### src/hw/rtl/stlfr_pkg.sv
// ----------------------------------------------------------------------------
// stlfr_pkg
// types and constants of the sync / type / length frame receiver
// ----------------------------------------------------------------------------
`timescale 1ns / 1ps

package stlfr_pkg;

  localparam logic [7:0] SYNC_FIRST       = 8'h53;
  localparam logic [7:0] SYNC_SECOND      = 8'h54;
  localparam logic [7:0] CAPACITY_DEFAULT = 8'd40;

  localparam logic [8:0] POS_TYPE      = 9'd0;
  localparam logic [8:0] POS_LENGTH    = 9'd1;
  localparam logic [8:0] HEAD_BYTES    = 9'd2;
  localparam logic [8:0] FRAME_LEN_MIN = 9'd3;

  typedef struct packed {
    logic       payload_valid;
    logic [7:0] payload_index;
    logic [7:0] payload_byte;
    logic       payload_overflow;
    logic       frame_done;
    logic [7:0] msg_type;
    logic [8:0] frame_len;
    logic       checksum_ok;
    logic       in_frame;
  } result_t;

endpackage

### src/hw/rtl/sync_type_length_frame_receiver.sv
// ----------------------------------------------------------------------------
// sync_type_length_frame_receiver
// Hunts for the byte pair 'S','T', then takes a type byte, a length byte,
// that many payload bytes and one closing byte. Each input transaction
// gives exactly one output transaction: payload bytes stream out with their
// index and an overflow flag against max_payload_len, and the closing byte
// reports type, frame length and whether the byte sum after sync is zero.
// A byte is taken every clock cycle while in_stall is low; its result is
// registered in the output register, and in_stall follows out_stall only
// while that register holds a result that has not been taken. Frames with
// a bad sum are reported, never dropped.
// ----------------------------------------------------------------------------
`timescale 1ns / 1ps

module sync_type_length_frame_receiver (
  input  logic       clk,
  input  logic       rst,
  input  logic       cfg_wr_en,
  input  logic [7:0] cfg_wr_data,
  input  logic       in_valid,
  output logic       in_stall,
  input  logic [7:0] rx_byte,
  output logic       out_valid,
  input  logic       out_stall,
  output logic       payload_valid,
  output logic [7:0] payload_index,
  output logic [7:0] payload_byte,
  output logic       payload_overflow,
  output logic       frame_done,
  output logic [7:0] msg_type,
  output logic [8:0] frame_len,
  output logic       checksum_ok,
  output logic       in_frame
);
  import stlfr_pkg::*;

  logic [7:0] max_payload_len;
  logic       receiving;
  logic [7:0] prev_byte;
  logic [8:0] byte_count;
  logic [7:0] bytes_left;
  logic [7:0] running_sum;
  logic [7:0] held_type;
  result_t    result;

  logic       receiving_next;
  logic [7:0] prev_byte_next;
  logic [8:0] byte_count_next;
  logic [7:0] bytes_left_next;
  logic [7:0] running_sum_next;
  logic [7:0] held_type_next;
  result_t    result_next;
  logic [8:0] payload_pos;
  logic       accept;

  assign in_stall = out_valid & out_stall;
  assign accept   = in_valid & ~in_stall;

  assign payload_pos = byte_count - HEAD_BYTES;

  always_comb begin
    receiving_next   = receiving;
    prev_byte_next   = prev_byte;
    byte_count_next  = byte_count;
    bytes_left_next  = bytes_left;
    running_sum_next = running_sum;
    held_type_next   = held_type;
    result_next      = '0;
    if (!receiving) begin
      if (prev_byte == SYNC_FIRST && rx_byte == SYNC_SECOND) begin
        receiving_next   = 1'b1;
        byte_count_next  = '0;
        bytes_left_next  = '0;
        running_sum_next = '0;
      end else begin
        prev_byte_next = rx_byte;
      end
    end else begin
      running_sum_next = running_sum + rx_byte;
      priority if (byte_count == POS_TYPE) begin
        held_type_next  = rx_byte;
        byte_count_next = byte_count + 9'd1;
      end else if (byte_count == POS_LENGTH) begin
        bytes_left_next = rx_byte;
        byte_count_next = byte_count + 9'd1;
      end else if (bytes_left != 8'd0) begin
        result_next.payload_valid    = 1'b1;
        result_next.payload_index    = payload_pos[7:0];
        result_next.payload_byte     = rx_byte;
        result_next.payload_overflow = (payload_pos[7:0] >= max_payload_len);
        bytes_left_next              = bytes_left - 8'd1;
        byte_count_next              = byte_count + 9'd1;
      end else begin
        result_next.frame_done  = 1'b1;
        result_next.msg_type    = held_type;
        result_next.frame_len   = byte_count + 9'd1;
        result_next.checksum_ok = (running_sum_next == 8'd0);
        receiving_next          = 1'b0;
        prev_byte_next          = '0;
      end
    end
    result_next.in_frame = receiving_next;
  end

  always_ff @(posedge clk) begin
    if (rst) begin
      max_payload_len <= CAPACITY_DEFAULT;
      receiving       <= 1'b0;
      prev_byte       <= '0;
      byte_count      <= '0;
      bytes_left      <= '0;
      running_sum     <= '0;
      held_type       <= '0;
      out_valid       <= 1'b0;
    end else begin
      if (cfg_wr_en) begin
        max_payload_len <= cfg_wr_data;
      end
      if (accept) begin
        receiving   <= receiving_next;
        prev_byte   <= prev_byte_next;
        byte_count  <= byte_count_next;
        bytes_left  <= bytes_left_next;
        running_sum <= running_sum_next;
        held_type   <= held_type_next;
        out_valid   <= 1'b1;
      end else if (!out_stall) begin
        out_valid <= 1'b0;
      end
    end
  end

  always_ff @(posedge clk) begin
    if (accept) begin
      result <= result_next;
    end
  end

  assign payload_valid    = result.payload_valid;
  assign payload_index    = result.payload_index;
  assign payload_byte     = result.payload_byte;
  assign payload_overflow = result.payload_overflow;
  assign frame_done       = result.frame_done;
  assign msg_type         = result.msg_type;
  assign frame_len        = result.frame_len;
  assign checksum_ok      = result.checksum_ok;
  assign in_frame         = result.in_frame;

endmodule

### config.mk
export PLATFORM = sky130hd
export DESIGN_NAME = sync_type_length_frame_receiver
export DESIGN_NICKNAME = d
export VERILOG_FILES = /design/src/hw/rtl/stlfr_pkg.sv /design/src/hw/rtl/sync_type_length_frame_receiver.sv
export SDC_FILE = /design/constraint.sdc
export NUM_CORES = 1
export LEC_CHECK = 0
export BUFFER_PORTS_ARGS = -buffer_cell sky130_fd_sc_hd__buf_2
export CAP_MARGIN = 10
export CORE_ASPECT_RATIO = 0.8
export CORE_MARGIN = 3
export CORE_UTILIZATION = 55
export CTS_BUF_LIST = sky130_fd_sc_hd__clkbuf_16
export CTS_CLUSTER_DIAMETER = 60
export DETAILED_ROUTE_END_ITERATION = 8
export PLACE_DENSITY = 0.82
export REMOVE_ABC_BUFFERS = 1
export SLEW_MARGIN = 10
export SYNTH_ARGS = -nofsm -noshare
export SYNTH_HDL_FRONTEND = slang
export SYNTH_SLANG_ARGS = --single-unit
export TNS_END_PERCENT = 10
### constraint.sdc
create_clock -name clk -period 3.6 [get_ports clk]
set_input_delay 0.72 -clock clk [delete_from_list [all_inputs] [get_ports clk]]
set_output_delay 0.72 -clock clk [all_outputs]
set_load 0.02 [all_outputs]
==> impl_metrics.json <==
{
  "status": "finished, final reports clean",
  "cts.sinks": 89,
  "syn_to_final_growth_pct": 15.4,
  "timing.final.crit_period_ns": 2.57,
  "async_reset_ff_share_pct": 0,
  "fill_cells": 625,
  "drv_slew": 0,
  "synth_edf_count": 38,
  "final_antenna_net_count": 0,
  "path_cells": "nor4_4 -> nand3_1 -> a2111oi_2 -> o31ai_1 -> a21bo_2",
  "hold_class": "reg2reg",
  "post_drt_via_cell_ratio": 5.91,
  "path_clk_slew_ns": 0.07,
  "routed_wirelength_um": 10500,
  "setup_tns_ns": 0,
  "initial_core_util_pct": 58.3,
  "synth_cell_types": 62,
  "worstMarginPinSlew_ns": 0.743,
  "hold_buffers": 0,
  "crit_buf_inv": 0,
  "worstPathRequired_ns": 3.90,
  "numCtsBuffers": 9,
  "grt_pass1_vias": 3313,
  "gp_congestion": 0.845,
  "ys_seq_area_share_pct": 48.8,
  "ctsResizeCount": 0,
  "power_uw": 2320,
  "synth_area_mm2": 0.00443,
  "core-area_mm2": 0.00760,
  "grt_overflow": 0,
  "min_period_over_period_pct": 71.5,
  "design.die.area_mm2": 0.00918,
  "fin_nets": 516,
  "cts_root_buffer": "clkbuf_16",
  "p_leak_uw": 0.00211,
  "netlist_instances": 418,
  "crit_path_end_kind": "flip-flop",
  "dp_hpwl_um": 7270,
  "setup_viol_count_final": 0,
  "antenna_found_initial": 0,
  "path_delay_family": "compound AO/OA/AOI/OAI gates",
  "die_w_um": 106,
  "rows": 28,
  "ys_dominant_reg_cell": "dfxtp_1",
  "h-tree-depth": 3,
  "drive_above_1_share_pct": 19.9,
  "cts_setup_buffers": 0,
  "final_hold_viol_count": 0,
  "peakVddDrop_mv": 0.241,
  "grt.total_usage_pct": 23.6,
  "final_area_mm2": 0.00512,
  "cp-start-kind": "flip-flop",
  "num_vias": 3442,
  "clockBufferDepth": 2,
  "io_buffer_count": 60,
  "synth.avg_cell_area_um2": 10.6,
  "drt_iter0_markers": 280,
  "rsz0062_at_grt": "false",
  "insertion_delay_ns": 0.34,
  "grt_max_degree": 32,
  "cp_data_arrival_time_ns": 2.87,
  "timing.slew.headroom_pct": 50.3,
  "io_pins": 61,
  "final-seq-area_mm2": 0.00216,
  "synth_warnings": 0,
  "power.density_mw_per_mm2": 454,
  "final_common_cell": "buf_2",
  "path_class": "reg2reg",
  "wire_per_inst_um": 18.0,
  "cts_tree": "built",
  "n_antenna_cell": 0,
  "max_stage_delay_ns": 0.74,
  "maxCapViolCount": 0,
  "drc": 0,
  "cp_max_fo": 15,
  "cp_slowest_cell": "a2111oi_2",
  "fmaxAchievable_mhz": 388,
  "multiInputGateArea_mm2": 0.00211,
  "grt_pass1_wl_um": 16800,
  "synth-seq-cells": 89,
  "skew_ns": 0.00883,
  "placed_area_mm2": 0.00480,
  "fp.dieH_um": 86.3,
  "finalHoldWorstSlack_ns": 0.480,
  "final_util_pct": 67.3,
  "mostFrequentLayoutCells": "60 x buf_2, 51 x dfxtp_1, 47 x nor2_1",
  "first_pass_iters": 5
}
## logic make-up after synthesis
kind of cell,synth area share [%]
xor gates and xnor gates,4.26
AOI/OAI and AO/OA,14.3
DFF,48.8
and+or+nand+nor,18.7
adders and majority gates,6.66
muxes,3.39
buffers and inverters,3.84
## path summary, 6_finish.rpt
path                                    start       endpoint  slack [ns]  cells after the start
worst max register to register  byte_count[3]  bytes_left[7]        1.03                      5
worst min-delay path             prev_byte[4]   prev_byte[4]        0.48                      1
worst min register to register   prev_byte[4]   prev_byte[4]        0.48                      1
worst max-delay path            byte_count[3]  bytes_left[7]        1.03                      5
## report_power, final
group          leakage [uW]  switching, uW  internal (uW)
Combinational       0.00116            144           78.5
Sequential         0.000799           20.0           1090
Clock              0.000156            389            602
Total               0.00211            553           1770
## cells in the mapped netlist, types with 3 or more instances
| library cell | instances | area [um2] |
|---|---|---|
| nand3b_1 | 3 | 22.5 |
| a211oi_1 | 9 | 67.6 |
| a311oi_1 | 3 | 26.3 |
| nor3b_1 | 6 | 45.0 |
| xor2_1 | 9 | 78.8 |
| o211ai_1 | 5 | 37.5 |
| nand2_1 | 17 | 63.8 |
| clkbuf_1 | 11 | 41.3 |
| nor4bb_1 | 3 | 30.0 |
| mux2i_1 | 15 | 150 |
| nor4b_1 | 4 | 35.0 |
| buf_2 | 7 | 35.0 |
| xnor2_1 | 10 | 87.6 |
| a21o_1 | 3 | 22.5 |
| and3_1 | 7 | 43.8 |
| o21ai_0 | 8 | 40.0 |
| inv_1 | 18 | 67.6 |
| nand3_1 | 5 | 25.0 |
| a22oi_1 | 7 | 52.6 |
| dfxtp_1 | 51 | 1020 |
| ha_1 | 22 | 275 |
| edfxtp_1 | 38 | 1140 |
| a221o_1 | 3 | 30.0 |
| and2_1 | 24 | 150 |
| nor2_1 | 47 | 176 |
| a22o_1 | 11 | 96.3 |
| nand2b_1 | 7 | 43.8 |
| nor3_1 | 5 | 25.0 |
| a21oi_1 | 17 | 85.1 |
## flip-flops by register name, indices dropped and copies added (netlist names)
register          cells
byte_count            9
bytes_left            8
checksum_ok           1
frame_done            1
frame_len             9
held_type             8
in_frame              1
max_payload_len       8
msg_type              8
out_valid             1
payload_byte          8
payload_index         8
payload_overflow      1
payload_valid         1
prev_byte             8
receiving             1
running_sum           8
## per-layer routing
metal	up-vias	GRT usage [%]	wire length (um)
li1	1622	-	-
met1	1648	32.4	4620
met2	152	37.7	4830
met3	20	4.69	801
met4	0	8.24	213
met5	-	0	0
## through the flow
stage | setup slack [ns] | std cells
2_1_floorplan | 0.570 | 397
3_3_place_gp | 0.898 | 566
3_5_place_dp | 0.827 | 566
4_1_cts | 1.03 | 582
5_1_grt | 0.829 | 582
6_report | 1.03 | 582
## layout make-up
class / count / area share [%]
inverters: 20 / 1.47
flip-flops and latches: 89 / 42.3
clock buffers: 9 / 4.40
well taps: 105 / 2.57
clock inverters: 7 / 1.69
repair buffers: 64 / 6.46
multi-input cells: 288 / 41.2
No activity file was read; power rests on OpenSTA's default activity.
